--- config.mk ---
export PLATFORM = sky130hd
export DESIGN_NAME = tachometer_period_to_rpm_unit
export DESIGN_NICKNAME = d
export VERILOG_FILES = /design/src/rtl/tpr_pkg.sv /design/src/rtl/tpr_front.sv /design/src/rtl/tpr_queue.sv /design/src/rtl/tpr_back.sv /design/src/rtl/tachometer_period_to_rpm_unit.sv
export SDC_FILE = /design/constraint.sdc
export NUM_CORES = 1
export LEC_CHECK = 0
export ABC_AREA = 0
export ABC_CLOCK_PERIOD_IN_PS = 8200
export BUFFER_PORTS_ARGS = -buffer_cell sky130_fd_sc_hd__buf_2
export CORE_MARGIN = 2
export CORE_UTILIZATION = 64
export CTS_CLUSTER_SIZE = 25
export DETAILED_ROUTE_END_ITERATION = 10
export PLACE_DENSITY = 0.79
export SKIP_CTS_REPAIR_TIMING = 1
export SLEW_MARGIN = 30
export SYNTH_ARGS = -nofsm -noshare
export SYNTH_HDL_FRONTEND = slang
export SYNTH_SLANG_ARGS = --single-unit
--- constraint.sdc ---
create_clock -name i_clk -period 8.2 [get_ports i_clk]
set_clock_uncertainty 0.1 [all_clocks]
set_input_delay 1.23 -clock i_clk [delete_from_list [all_inputs] [get_ports i_clk]]
set_output_delay 1.23 -clock i_clk [all_outputs]
set_load 0.05 [all_outputs]
--- src/rtl/tpr_pkg.sv ---
// Package for the tachometer period-to-rpm unit.
// Holds the shared types, codes, register defaults and arithmetic widths.
// No dependencies.
package tpr_pkg;

    // Widths fixed by the interface.
    localparam int CLOCK_HZ_W      = 28;
    localparam int PRESCALE_W      = 16;
    localparam int INPUT_CAPTURE_W = 16;
    localparam int SPEED_W         = 32;
    localparam int KIND_W          = 2;
    localparam int PADDR_W         = 3;
    localparam int PDATA_W         = 32;

    // 60 * clock needs 34 bits for a 28-bit clock register.
    localparam int SPEED_FACTOR = 60;
    localparam int NUM_W        = CLOCK_HZ_W + 6;

    // Prescaler plus one needs one bit more than the register.
    localparam int PRESCALE_P1_W = PRESCALE_W + 1;

    localparam logic [CLOCK_HZ_W-1:0] CLOCK_HZ_RESET = CLOCK_HZ_W'(170000000);
    localparam logic [PRESCALE_W-1:0] PRESCALE_RESET = PRESCALE_W'(2593);

    localparam logic [SPEED_W-1:0] SPEED_ERROR = 32'hFFFF_FFFF;
    localparam logic [SPEED_W-1:0] SPEED_MAX   = 32'hFFFF_FFFE;

    // Parameter defaults.
    localparam int CAPTURE_BITS_DEFAULT = 16;
    localparam int QUEUE_DEPTH_DEFAULT  = 2;

    // Configuration register indexes, decoded from paddr[2].
    typedef enum logic {
        REG_CLOCK_HZ = 1'b0,
        REG_PRESCALE = 1'b1
    } t_reg_index;

    typedef enum logic [KIND_W-1:0] {
        KIND_CAPTURE = 2'd0,
        KIND_EXPIRY  = 2'd1,
        KIND_OVERRUN = 2'd2,
        KIND_UNUSED  = 2'd3
    } t_kind;

    typedef enum logic [1:0] {
        PH_FIRST  = 2'd0,
        PH_SECOND = 2'd1,
        PH_EXPIRY = 2'd2
    } t_phase;

    // Command passed from the front end to the back end.
    typedef enum logic [1:0] {
        OP_HOLD   = 2'd0,
        OP_ZERO   = 2'd1,
        OP_ERROR  = 2'd2,
        OP_DIVIDE = 2'd3
    } t_cmd_op;

    localparam int OP_W = 2;

    typedef enum logic [1:0] {
        BK_IDLE = 2'd0,
        BK_PREP = 2'd1,
        BK_DIV  = 2'd2,
        BK_DONE = 2'd3
    } t_back_state;

endpackage

--- src/rtl/tpr_front.sv ---
// Front end of the tachometer unit: accepts events, runs the capture phase
// machine and turns each item into one command for the back end.
// Depends on tpr_pkg.
module tpr_front
    import tpr_pkg::*;
#(
    parameter int CAPTURE_BITS = CAPTURE_BITS_DEFAULT
) (
    input  logic                       i_clk,
    input  logic                       i_rst_n,
    input  logic                       i_accept,
    input  logic [KIND_W-1:0]          i_kind,
    input  logic [INPUT_CAPTURE_W-1:0] i_capture_value,
    output t_cmd_op                    o_op,
    output logic [CAPTURE_BITS-1:0]    o_diff
);

    localparam int USE_W = (CAPTURE_BITS < INPUT_CAPTURE_W) ? CAPTURE_BITS : INPUT_CAPTURE_W;

    t_phase                  r_phase, n_phase;
    logic [CAPTURE_BITS-1:0] r_first, n_first;
    logic [CAPTURE_BITS-1:0] r_second, n_second;
    logic [CAPTURE_BITS-1:0] cap;

    assign cap = CAPTURE_BITS'(i_capture_value[USE_W-1:0]);

    always_comb begin
        n_phase  = r_phase;
        n_first  = r_first;
        n_second = r_second;
        o_op     = OP_HOLD;
        o_diff   = '0;
        unique case (t_kind'(i_kind))
            KIND_CAPTURE: begin
                // Captures after the second one in a window are ignored.
                unique case (r_phase)
                    PH_SECOND: begin
                        n_second = cap;
                        n_phase  = PH_EXPIRY;
                    end
                    PH_EXPIRY: begin
                    end
                    default: begin
                        n_first = cap;
                        n_phase = PH_SECOND;
                    end
                endcase
            end
            KIND_EXPIRY: begin
                n_phase = PH_FIRST;
                if (r_phase == PH_EXPIRY) begin
                    if (r_second > r_first) begin
                        o_op   = OP_DIVIDE;
                        o_diff = r_second - r_first;
                    end else begin
                        o_op = OP_ERROR;
                    end
                end else begin
                    o_op = OP_ZERO;
                end
            end
            KIND_OVERRUN: begin
                n_phase = PH_FIRST;
            end
            KIND_UNUSED: begin
            end
        endcase
    end

    always_ff @(posedge i_clk) begin
        if (!i_rst_n) begin
            r_phase  <= PH_FIRST;
            r_first  <= '0;
            r_second <= '0;
        end else if (i_accept) begin
            r_phase  <= n_phase;
            r_first  <= n_first;
            r_second <= n_second;
        end
    end

endmodule

--- src/rtl/tpr_queue.sv ---
// Short command queue between the front end and the back end.
// Generic in width and depth; no package dependencies.
module tpr_queue #(
    parameter int WIDTH = 8,
    parameter int DEPTH = 2
) (
    input  logic             i_clk,
    input  logic             i_rst_n,
    input  logic             i_push,
    input  logic [WIDTH-1:0] i_data,
    input  logic             i_pop,
    output logic [WIDTH-1:0] o_data,
    output logic             o_empty,
    output logic             o_full
);

    localparam int PTR_W = (DEPTH > 1) ? $clog2(DEPTH) : 1;
    localparam int CNT_W = $clog2(DEPTH + 1);

    logic [WIDTH-1:0] r_mem [DEPTH];
    logic [PTR_W-1:0] r_wr_ptr;
    logic [PTR_W-1:0] r_rd_ptr;
    logic [CNT_W-1:0] r_count;

    assign o_data  = r_mem[r_rd_ptr];
    assign o_empty = (r_count == '0);
    assign o_full  = (r_count == CNT_W'(DEPTH));

    always_ff @(posedge i_clk) begin
        if (i_push) begin
            r_mem[r_wr_ptr] <= i_data;
        end
    end

    always_ff @(posedge i_clk) begin
        if (!i_rst_n) begin
            r_wr_ptr <= '0;
            r_rd_ptr <= '0;
            r_count  <= '0;
        end else begin
            if (i_push) begin
                r_wr_ptr <= (r_wr_ptr == PTR_W'(DEPTH - 1)) ? '0 : r_wr_ptr + PTR_W'(1);
            end
            if (i_pop) begin
                r_rd_ptr <= (r_rd_ptr == PTR_W'(DEPTH - 1)) ? '0 : r_rd_ptr + PTR_W'(1);
            end
            if (i_push && !i_pop) begin
                r_count <= r_count + CNT_W'(1);
            end else if (i_pop && !i_push) begin
                r_count <= r_count - CNT_W'(1);
            end
        end
    end

endmodule

--- src/rtl/tpr_back.sv ---
// Back end of the tachometer unit: executes commands, runs the restoring
// divider for the speed and holds the output register and the speed state.
// Depends on tpr_pkg.
module tpr_back
    import tpr_pkg::*;
#(
    parameter int CAPTURE_BITS = CAPTURE_BITS_DEFAULT
) (
    input  logic                     i_clk,
    input  logic                     i_rst_n,
    input  logic                     i_cmd_valid,
    input  t_cmd_op                  i_op,
    input  logic [CAPTURE_BITS-1:0]  i_diff,
    output logic                     o_pop,
    input  logic [CLOCK_HZ_W-1:0]    i_clock_hz,
    input  logic [PRESCALE_W-1:0]    i_prescale,
    output logic                     o_valid,
    input  logic                     i_ready,
    output logic [SPEED_W-1:0]       o_speed_rpm,
    output logic                     o_speed_updated
);

    localparam int DEN_W = PRESCALE_P1_W + CAPTURE_BITS;
    localparam int CNT_W = $clog2(NUM_W);

    t_back_state             r_state, n_state;
    logic [CAPTURE_BITS-1:0] r_diff;
    logic [NUM_W-1:0]        r_num;
    logic [DEN_W-1:0]        r_den;
    logic [DEN_W-1:0]        r_rem;
    logic [CNT_W-1:0]        r_cnt;
    logic [SPEED_W-1:0]      r_speed;
    logic [SPEED_W-1:0]      r_out_speed;
    logic                    r_out_upd;
    logic                    r_out_valid;

    logic                    out_free;
    logic                    load;
    logic [SPEED_W-1:0]      load_speed;
    logic                    load_upd;
    logic                    take_div;
    logic [DEN_W:0]          trial;
    logic                    q_bit;
    logic [SPEED_W-1:0]      quotient_sat;
    logic [PRESCALE_P1_W-1:0] prescale_p1;

    assign out_free = !r_out_valid || i_ready;

    // One quotient bit per cycle; r_num ends up holding the quotient.
    assign trial        = {r_rem, r_num[NUM_W-1]};
    assign q_bit        = (trial >= {1'b0, r_den});
    assign quotient_sat = (r_num > NUM_W'(SPEED_MAX)) ? SPEED_MAX : r_num[SPEED_W-1:0];
    assign prescale_p1  = PRESCALE_P1_W'(i_prescale) + PRESCALE_P1_W'(1);

    always_comb begin
        n_state    = r_state;
        o_pop      = 1'b0;
        load       = 1'b0;
        load_speed = r_speed;
        load_upd   = 1'b0;
        take_div   = 1'b0;
        unique case (r_state)
            BK_IDLE: begin
                if (i_cmd_valid && out_free) begin
                    o_pop = 1'b1;
                    unique case (i_op)
                        OP_DIVIDE: begin
                            take_div = 1'b1;
                            n_state  = BK_PREP;
                        end
                        OP_ZERO: begin
                            load       = 1'b1;
                            load_speed = '0;
                            load_upd   = 1'b1;
                        end
                        OP_ERROR: begin
                            load       = 1'b1;
                            load_speed = SPEED_ERROR;
                            load_upd   = 1'b1;
                        end
                        OP_HOLD: begin
                            load = 1'b1;
                        end
                    endcase
                end
            end
            BK_PREP: begin
                n_state = BK_DIV;
            end
            BK_DIV: begin
                if (r_cnt == CNT_W'(NUM_W - 1)) begin
                    n_state = BK_DONE;
                end
            end
            BK_DONE: begin
                if (out_free) begin
                    load       = 1'b1;
                    load_speed = quotient_sat;
                    load_upd   = 1'b1;
                    n_state    = BK_IDLE;
                end
            end
        endcase
    end

    always_ff @(posedge i_clk) begin
        if (!i_rst_n) begin
            r_state <= BK_IDLE;
        end else begin
            r_state <= n_state;
        end
    end

    // Divider datapath.
    always_ff @(posedge i_clk) begin
        if (take_div) begin
            r_diff <= i_diff;
        end
        if (r_state == BK_PREP) begin
            r_num <= NUM_W'(i_clock_hz) * NUM_W'(SPEED_FACTOR);
            r_den <= DEN_W'(prescale_p1) * DEN_W'(r_diff);
            r_rem <= '0;
            r_cnt <= '0;
        end else if (r_state == BK_DIV) begin
            r_rem <= q_bit ? DEN_W'(trial - {1'b0, r_den}) : trial[DEN_W-1:0];
            r_num <= {r_num[NUM_W-2:0], q_bit};
            r_cnt <= r_cnt + CNT_W'(1);
        end
    end

    always_ff @(posedge i_clk) begin
        if (!i_rst_n) begin
            r_out_valid <= 1'b0;
            r_speed     <= '0;
        end else begin
            if (load) begin
                r_out_valid <= 1'b1;
                r_speed     <= load_speed;
            end else if (i_ready) begin
                r_out_valid <= 1'b0;
            end
        end
    end

    always_ff @(posedge i_clk) begin
        if (load) begin
            r_out_speed <= load_speed;
            r_out_upd   <= load_upd;
        end
    end

    assign o_valid         = r_out_valid;
    assign o_speed_rpm     = r_out_speed;
    assign o_speed_updated = r_out_upd;

endmodule

--- src/rtl/tachometer_period_to_rpm_unit.sv ---
// Tachometer period-to-rpm unit: front end, command queue, divider back end.
// A window expiry that computes a speed runs through the 34-step restoring
// divider in the back end, which takes one speed computation at a time; later
// items wait in the queue meanwhile. Other items go through at one a cycle when
// the result side is ready and no division is in progress.
// Reset (synchronous, active low) rearms the phase machine, clears the speed
// and the queue, and loads the default clock and prescaler registers.
module tachometer_period_to_rpm_unit
    import tpr_pkg::*;
#(
    parameter int CAPTURE_BITS = CAPTURE_BITS_DEFAULT,
    parameter int QUEUE_DEPTH  = QUEUE_DEPTH_DEFAULT
) (
    input  logic                       i_clk,
    input  logic                       i_rst_n,
    input  logic                       psel,
    input  logic                       penable,
    input  logic                       pwrite,
    input  logic [PADDR_W-1:0]         paddr,
    input  logic [PDATA_W-1:0]         pwdata,
    output logic [PDATA_W-1:0]         prdata,
    output logic                       pready,
    input  logic                       i_in_valid,
    output logic                       o_in_ready,
    input  logic [KIND_W-1:0]          i_kind,
    input  logic [INPUT_CAPTURE_W-1:0] i_capture_value,
    output logic                       o_out_valid,
    input  logic                       i_out_ready,
    output logic [SPEED_W-1:0]         o_speed_rpm,
    output logic                       o_speed_updated
);

    localparam int CMD_W = OP_W + CAPTURE_BITS;

    logic [CLOCK_HZ_W-1:0]   r_clock_hz;
    logic [PRESCALE_W-1:0]   r_prescale;
    t_reg_index              reg_index;
    logic                    cfg_write;

    logic                    accept;
    t_cmd_op                 front_op;
    logic [CAPTURE_BITS-1:0] front_diff;
    logic [CMD_W-1:0]        q_out;
    logic                    q_empty;
    logic                    q_full;
    logic                    q_pop;

    // Configuration registers.
    assign pready    = 1'b1;
    assign reg_index = t_reg_index'(paddr[2]);
    assign cfg_write = psel && penable && pwrite && pready;

    always_ff @(posedge i_clk) begin
        if (!i_rst_n) begin
            r_clock_hz <= CLOCK_HZ_RESET;
            r_prescale <= PRESCALE_RESET;
        end else if (cfg_write) begin
            unique case (reg_index)
                REG_CLOCK_HZ: r_clock_hz <= pwdata[CLOCK_HZ_W-1:0];
                REG_PRESCALE: r_prescale <= pwdata[PRESCALE_W-1:0];
            endcase
        end
    end

    always_comb begin
        unique case (reg_index)
            REG_CLOCK_HZ: prdata = PDATA_W'(r_clock_hz);
            REG_PRESCALE: prdata = PDATA_W'(r_prescale);
        endcase
    end

    assign o_in_ready = !q_full;
    assign accept     = i_in_valid && o_in_ready;

    tpr_front #(
        .CAPTURE_BITS(CAPTURE_BITS)
    ) u_front (
        .i_clk          (i_clk),
        .i_rst_n        (i_rst_n),
        .i_accept       (accept),
        .i_kind         (i_kind),
        .i_capture_value(i_capture_value),
        .o_op           (front_op),
        .o_diff         (front_diff)
    );

    tpr_queue #(
        .WIDTH(CMD_W),
        .DEPTH(QUEUE_DEPTH)
    ) u_queue (
        .i_clk  (i_clk),
        .i_rst_n(i_rst_n),
        .i_push (accept),
        .i_data ({front_op, front_diff}),
        .i_pop  (q_pop),
        .o_data (q_out),
        .o_empty(q_empty),
        .o_full (q_full)
    );

    tpr_back #(
        .CAPTURE_BITS(CAPTURE_BITS)
    ) u_back (
        .i_clk          (i_clk),
        .i_rst_n        (i_rst_n),
        .i_cmd_valid    (!q_empty),
        .i_op           (t_cmd_op'(q_out[CMD_W-1:CAPTURE_BITS])),
        .i_diff         (q_out[CAPTURE_BITS-1:0]),
        .o_pop          (q_pop),
        .i_clock_hz     (r_clock_hz),
        .i_prescale     (r_prescale),
        .o_valid        (o_out_valid),
        .i_ready        (i_out_ready),
        .o_speed_rpm    (o_speed_rpm),
        .o_speed_updated(o_speed_updated)
    );

endmodule

Word-level counts from Yosys, hierarchy flattened. Memory sizes are Yosys's and may differ from the RTL's. A register that Yosys moved wholly into a read port is not among the register bits. Cells that the tools add are included.

Register bits: 272. RAM bits: 36. Word-level logic and storage cells: 126. Memories kept: 1.

$add $sub $neg: 8. $mul: 2. Magnitude comparators: 3. Equality and inequality tests: 17. Multiplexer cells: 44. Bitwise gates (word level): 2. Reductions and logical operators: 30.

Memories: u_queue.r_mem (depth 2, width 18, read ports 1, clocked after Yosys merged registers in 1, write ports 1, RTL line tpr_queue.sv:20) `logic [WIDTH-1:0] r_mem [DEPTH];`.

Operators by type and width (count): 32-bit case mux with 2 select lines (3); 32-bit 2-to-1 mux (3); 34-bit 2-to-1 mux (2); 16-bit 2-to-1 mux (3); 34-bit by 33-bit greater-or-equal comparator with 1-bit output (1); 34-bit by 32-bit greater-than comparator with 1-bit output (second input constant) (1); 17-bit by 16-bit multiplier with 33-bit output (1); 33-bit 2-to-1 mux (1); 33-bit subtractor (1); 28-bit by 4-bit multiplier with 32-bit output (second input constant) (1); 1-bit 2-to-1 mux (19); 16-bit by 1-bit adder with 17-bit output (second input constant) (1); 16-bit greater-than comparator (1); 2-bit 2-to-1 mux (8); 16-bit subtractor (1); 2-bit equality test (second input constant) (7); 3-bit AND reduction (3); 2-bit by 1-bit equality test with 1-bit output (second input constant) (4); 2-bit zero test (4); 2-bit case mux with 2 select lines (2); 2-bit case mux with 4 select lines (1); 2-bit nonzero test (4); 6-bit by 1-bit adder with 6-bit output (second input constant) (1); 6-bit equality test (second input constant) (1); other kinds (14) (32).

Logic depth before layout (Yosys ltp).
Depth after elaboration: 8. Depth in mapped cells: 29. Gate-level depth less buffers: 27.

Modules after synthesis. Synthesis repeated with hierarchy kept, for this count alone.

Cells, all modules: 2933. Area, all modules: 27542.7 µm².

Modules (own cells, without submodules): tpr_back (instances 1, cells each 2322, area each 21530.6 µm²); tpr_front (instances 1, cells each 308, area each 2351.0 µm²); tachometer_period_to_rpm_unit (instances 1, cells each 225, area each 2145.8 µm²); tpr_queue (instances 1, cells each 78, area each 1515.2 µm²).

Least setup slack after synthesis. Ideal clock, no wire load.

Path type: register to register. From: reg r_prescale[6]. To: reg u_back.r_den[30] (data pin). Data arrival time: 6.998 ns. Required time: 7.842 ns. Path slack: 0.844 ns. Stages on the path, launching flop included: 28. Path buffers: 2. Period minus slack after synthesis: 7.356 ns. Cells stage by stage: dfxtp_1 > and3_1 > and3_1 > nand2_1 > nor2_1 > nand3_1 > xnor2_1 > clkbuf_1 > nand2_1 > fa_1 > fa_1 > inv_1 > fa_1 > fa_1 > fa_1 > inv_1 > fa_1 > inv_1 > ha_1 > buf_6 > a2111oi_4 > o21ai_1 > a41o_1 > a211o_1 > a31o_1 > a221o_1 > a21oi_2 > xnor2_1.

Longest elaborated chain between the ends: 2.

Ends and longest elaborated chain: start, declared (RTL line tachometer_period_to_rpm_unit.sv:36) `logic [PRESCALE_W-1:0] r_prescale;`; start signal, assigned (RTL line tachometer_period_to_rpm_unit.sv:60) `REG_PRESCALE: r_prescale <= pwdata[PRESCALE_W-1:0];`; 16-bit by 1-bit adder with 17-bit output (RTL line tpr_back.sv:53) `assign prescale_p1 = PRESCALE_P1_W'(i_prescale) + PRESCALE_P1_W'(1);`; 17-bit by 16-bit multiplier with 33-bit output (RTL line tpr_back.sv:121) `r_den <= DEN_W'(prescale_p1) * DEN_W'(r_diff);`; end signal, assigned (RTL line tpr_back.sv:121); end, declared (RTL line tpr_back.sv:29) `logic [DEN_W-1:0] r_den;`.

No other way between the ends. A chain may end at the register's enable or synchronous reset.

Final worst setup path.
From: reg r_prescale[3]. To: reg u_back.r_den[30] (data pin).

The elaborated chain is that of the path after synthesis.

==> flow_metrics.tcl <==
set metrics [dict create \
    initial_core_util_pct 64.59 \
    peakVddDrop_mv 0.2803 \
    gp_congestion 0.8982 \
    max_slew_margin_pct 37.69 \
    grt_use_total_pct 30.78 \
    synth_ff_type "dfxtp_1" \
    fmax_mhz 127.5 \
    rows 76 \
    wirelength_um 66530 \
    startpoint_type "register" \
    yosysTopAreaCellShare_pct 18.97 \
    total_power_uw 9446 \
    vias 22245 \
    synth_top_family_by_area "adder cells" \
    worst_pin_slew_ns 0.9346 \
    worstSetupEndpointType "register" \
    die_width_um 212.3 \
    yosys_warnings 0 \
    hold_path.class "register to register" \
    antenna_cells 0 \
    clock_sinks 309 \
    drc_errors 0 \
    crit_type "register to register" \
    final_antenna_net_count 0 \
    routedWlPerCell_um 17.80 \
    async_reset_ff_share_pct 0 \
    clk_pin_slew_worst_paths_ns 0.06 \
    die-height_um 212.3 \
    coreArea_sq_um 42980 \
    clk_latency_ns 0.57 \
    r2r-start "r_prescale[3]" \
    hold_viol 0 \
    p_leak_uw 0.01338 \
    area_growth_pct 8.005 \
    fin_crit_ns 7.843 \
    status "finished, final reports clean" \
    synth_simple_gate_area_share_pct 17.33 \
    port_buffers 116 \
    drive_above_1_share_pct 9.581 \
    htree_levels 2 \
    syn_avg_cell_area_sq_um 9.001 \
    setup_viol 0 \
    synth_edf_count 150 \
    cts_buffer_depth 3 \
    grt.overflow.total 0 \
    netlist_top_cells_count "nand2_1 (444), inv_1 (389), fa_1 (263)" \
    hp-start "u_front.r_first[6]" \
    yosys.cell_count.top_type "nand2_1" \
    fin_setup_tns_ns 0 \
    crit_path_top_delay_cell "fa_1" \
    cp.required_ns 8.40 \
    finalCritPeriodShare_pct 95.64 \
    drt_iter0_drc 1935 \
    netlist_area_sq_um 27760 \
    grt_pass1_vias 23049 \
    cts-root-buf "clkbuf_16" \
    finish.net_count 3651 \
    worstPathMaxFanout 9 \
    rsz0062_at_grt "no" \
    synthXorXnorAreaFrac_pct 3.123 \
    synth.area.mux_share_pct 2.398 \
    ys_seq_area_share_pct 27.69 \
    slew_violations 0 \
    via_per_inst 5.953 \
    layout.filler_cells 3322 \
    dieArea_sq_um 45060 \
    startpoint "r_prescale[3]" \
    first_pass_iters 7 \
    grt_max_degree 100 \
    cts_made_buffers 36 \
    syn_inst 3084 \
    maxCapViolations 0 \
    synth_compound_area_share_pct 13.79 \
    cp_common_cell "fa_1" \
    ys_ff_latch 309 \
    synth_fa_ha_area_share_pct 28.16 \
    worstPathArrival_ns 8.05 \
    power_density_nw_per_um2 315.1 \
    io-pin-count 128 \
    cpPeakStageDelay_ns 0.59 \
    antenna_found_initial 0 \
    synthDistinctLibCells 82 \
    yosys.area.top_type "fa_1" \
    synthTopCellsByArea "fa_1 (19%), edfxtp_1 (16%), dfxtp_1 (11%)" \
    grt_pass1_wl_um 112000 \
    place_hpwl_um 48800 \
    cts_tree "done" \
]
## cell type report
type,instances,area (sq um),share of cell area [%]
Inverter,391,1468,4.895
Multi-Input combinational cell,2238,18070,60.26
Clock inverter,15,122.6,0.4090
Sequential cell,309,7687,25.64
Timing Repair Buffer,148,844.6,2.817
Tap cell,585,732.0,2.441
Clock buffer,51,1061,3.539
## layout by cell type, fill, tap and decap left out, types with 39 or more instances in the layout
| cell type | synthesis | final |
|---|---|---|
| and2_1 | 125 | 125 |
| ha_1 | 204 | 201 |
| xnor2_1 | 65 | 65 |
| a21o_1 | 57 | 56 |
| nand2_1 | 444 | 444 |
| nor2b_1 | 66 | 66 |
| buf_2 | 7 | 116 |
| a21oi_1 | 159 | 159 |
| edfxtp_1 | 150 | 150 |
| nand3_1 | 55 | 55 |
| fa_1 | 263 | 263 |
| nor2_1 | 141 | 138 |
| o21ai_0 | 164 | 164 |
| inv_1 | 389 | 389 |
| dfxtp_1 | 159 | 159 |
| clkbuf_16 | 0 | 39 |
## metal layers
layer	global-route usage (%)	vias up	wire length (um)
met5	0	-	0
met4	12.27	0	2358
met3	5.495	178	4433
met2	53.83	753	32810
met1	37.82	10948	26930
li1	-	10366	-
## flip-flops by register name, summed over array words and instances, names as in the netlist, 28 cells and up, named ones only
| name | flops |
|---|---|
| u_queue.r_mem | 36 |
| u_back.r_rem | 33 |
| u_back.r_den | 33 |
| r_clock_hz | 28 |
| u_back.o_speed_rpm | 32 |
| u_back.r_num | 34 |
| u_back.r_speed | 32 |
## critical path: cells and delay by family (launching register included)
| family | cells | cell delay (ns) |
|---|---|---|
| AOI/OAI and AO/OA | 6 | 1.58 |
| xor gates and xnor gates | 2 | 0.53 |
| adders and majority gates | 7 | 3.47 |
| buffers and inverters | 4 | 0.42 |
| and+or+nand+nor | 6 | 1.05 |
| DFF | 1 | 0.44 |
## cell families after synthesis
logic type | Yosys count
DFF | 309
adders and majority gates | 467
buffers and inverters | 540
and+or+nand+nor | 1013
other | 2
muxes | 62
AOI/OAI and AO/OA | 592
xor gates and xnor gates | 99
## stage by stage
| step | util (%) | hold WS [ns] | setup slack, ns | cells | cell area (sq um) |
|---|---|---|---|---|---|
| 5_1_grt | 69.76 | 0.3705 | 0.01404 | 3737 | 29980 |
| 6_report | 69.76 | 0.3555 | 0.3571 | 3737 | 29980 |
| 3_5_place_dp | 66.90 | 0.3490 | 0.5127 | 3669 | 28760 |
| 3_3_place_gp | 66.88 | 0.3424 | 0.5548 | 3669 | 28750 |
| 4_1_cts | 69.66 | 0.3573 | 0.4491 | 3735 | 29940 |
| 2_1_floorplan | - | 0.3363 | 0.8436 | 3087 | 27770 |
## final timing paths
check             slack [ns]  cells past startpoint            endpoint
setup reg to reg        0.36                     25    u_back.r_den[30]
hold reg to reg         0.36                      2  u_front.r_first[6]
setup / recovery        0.36                     25    u_back.r_den[30]
hold / removal          0.36                      2  u_front.r_first[6]
## report_power, final
part | switching (uW) | total, uW | internal (uW)
combinational | 3270 | 5280 | 2020
sequential | 308 | 2550 | 2250
clock | 666 | 1610 | 943
Power figures use the tool's default switching activity.
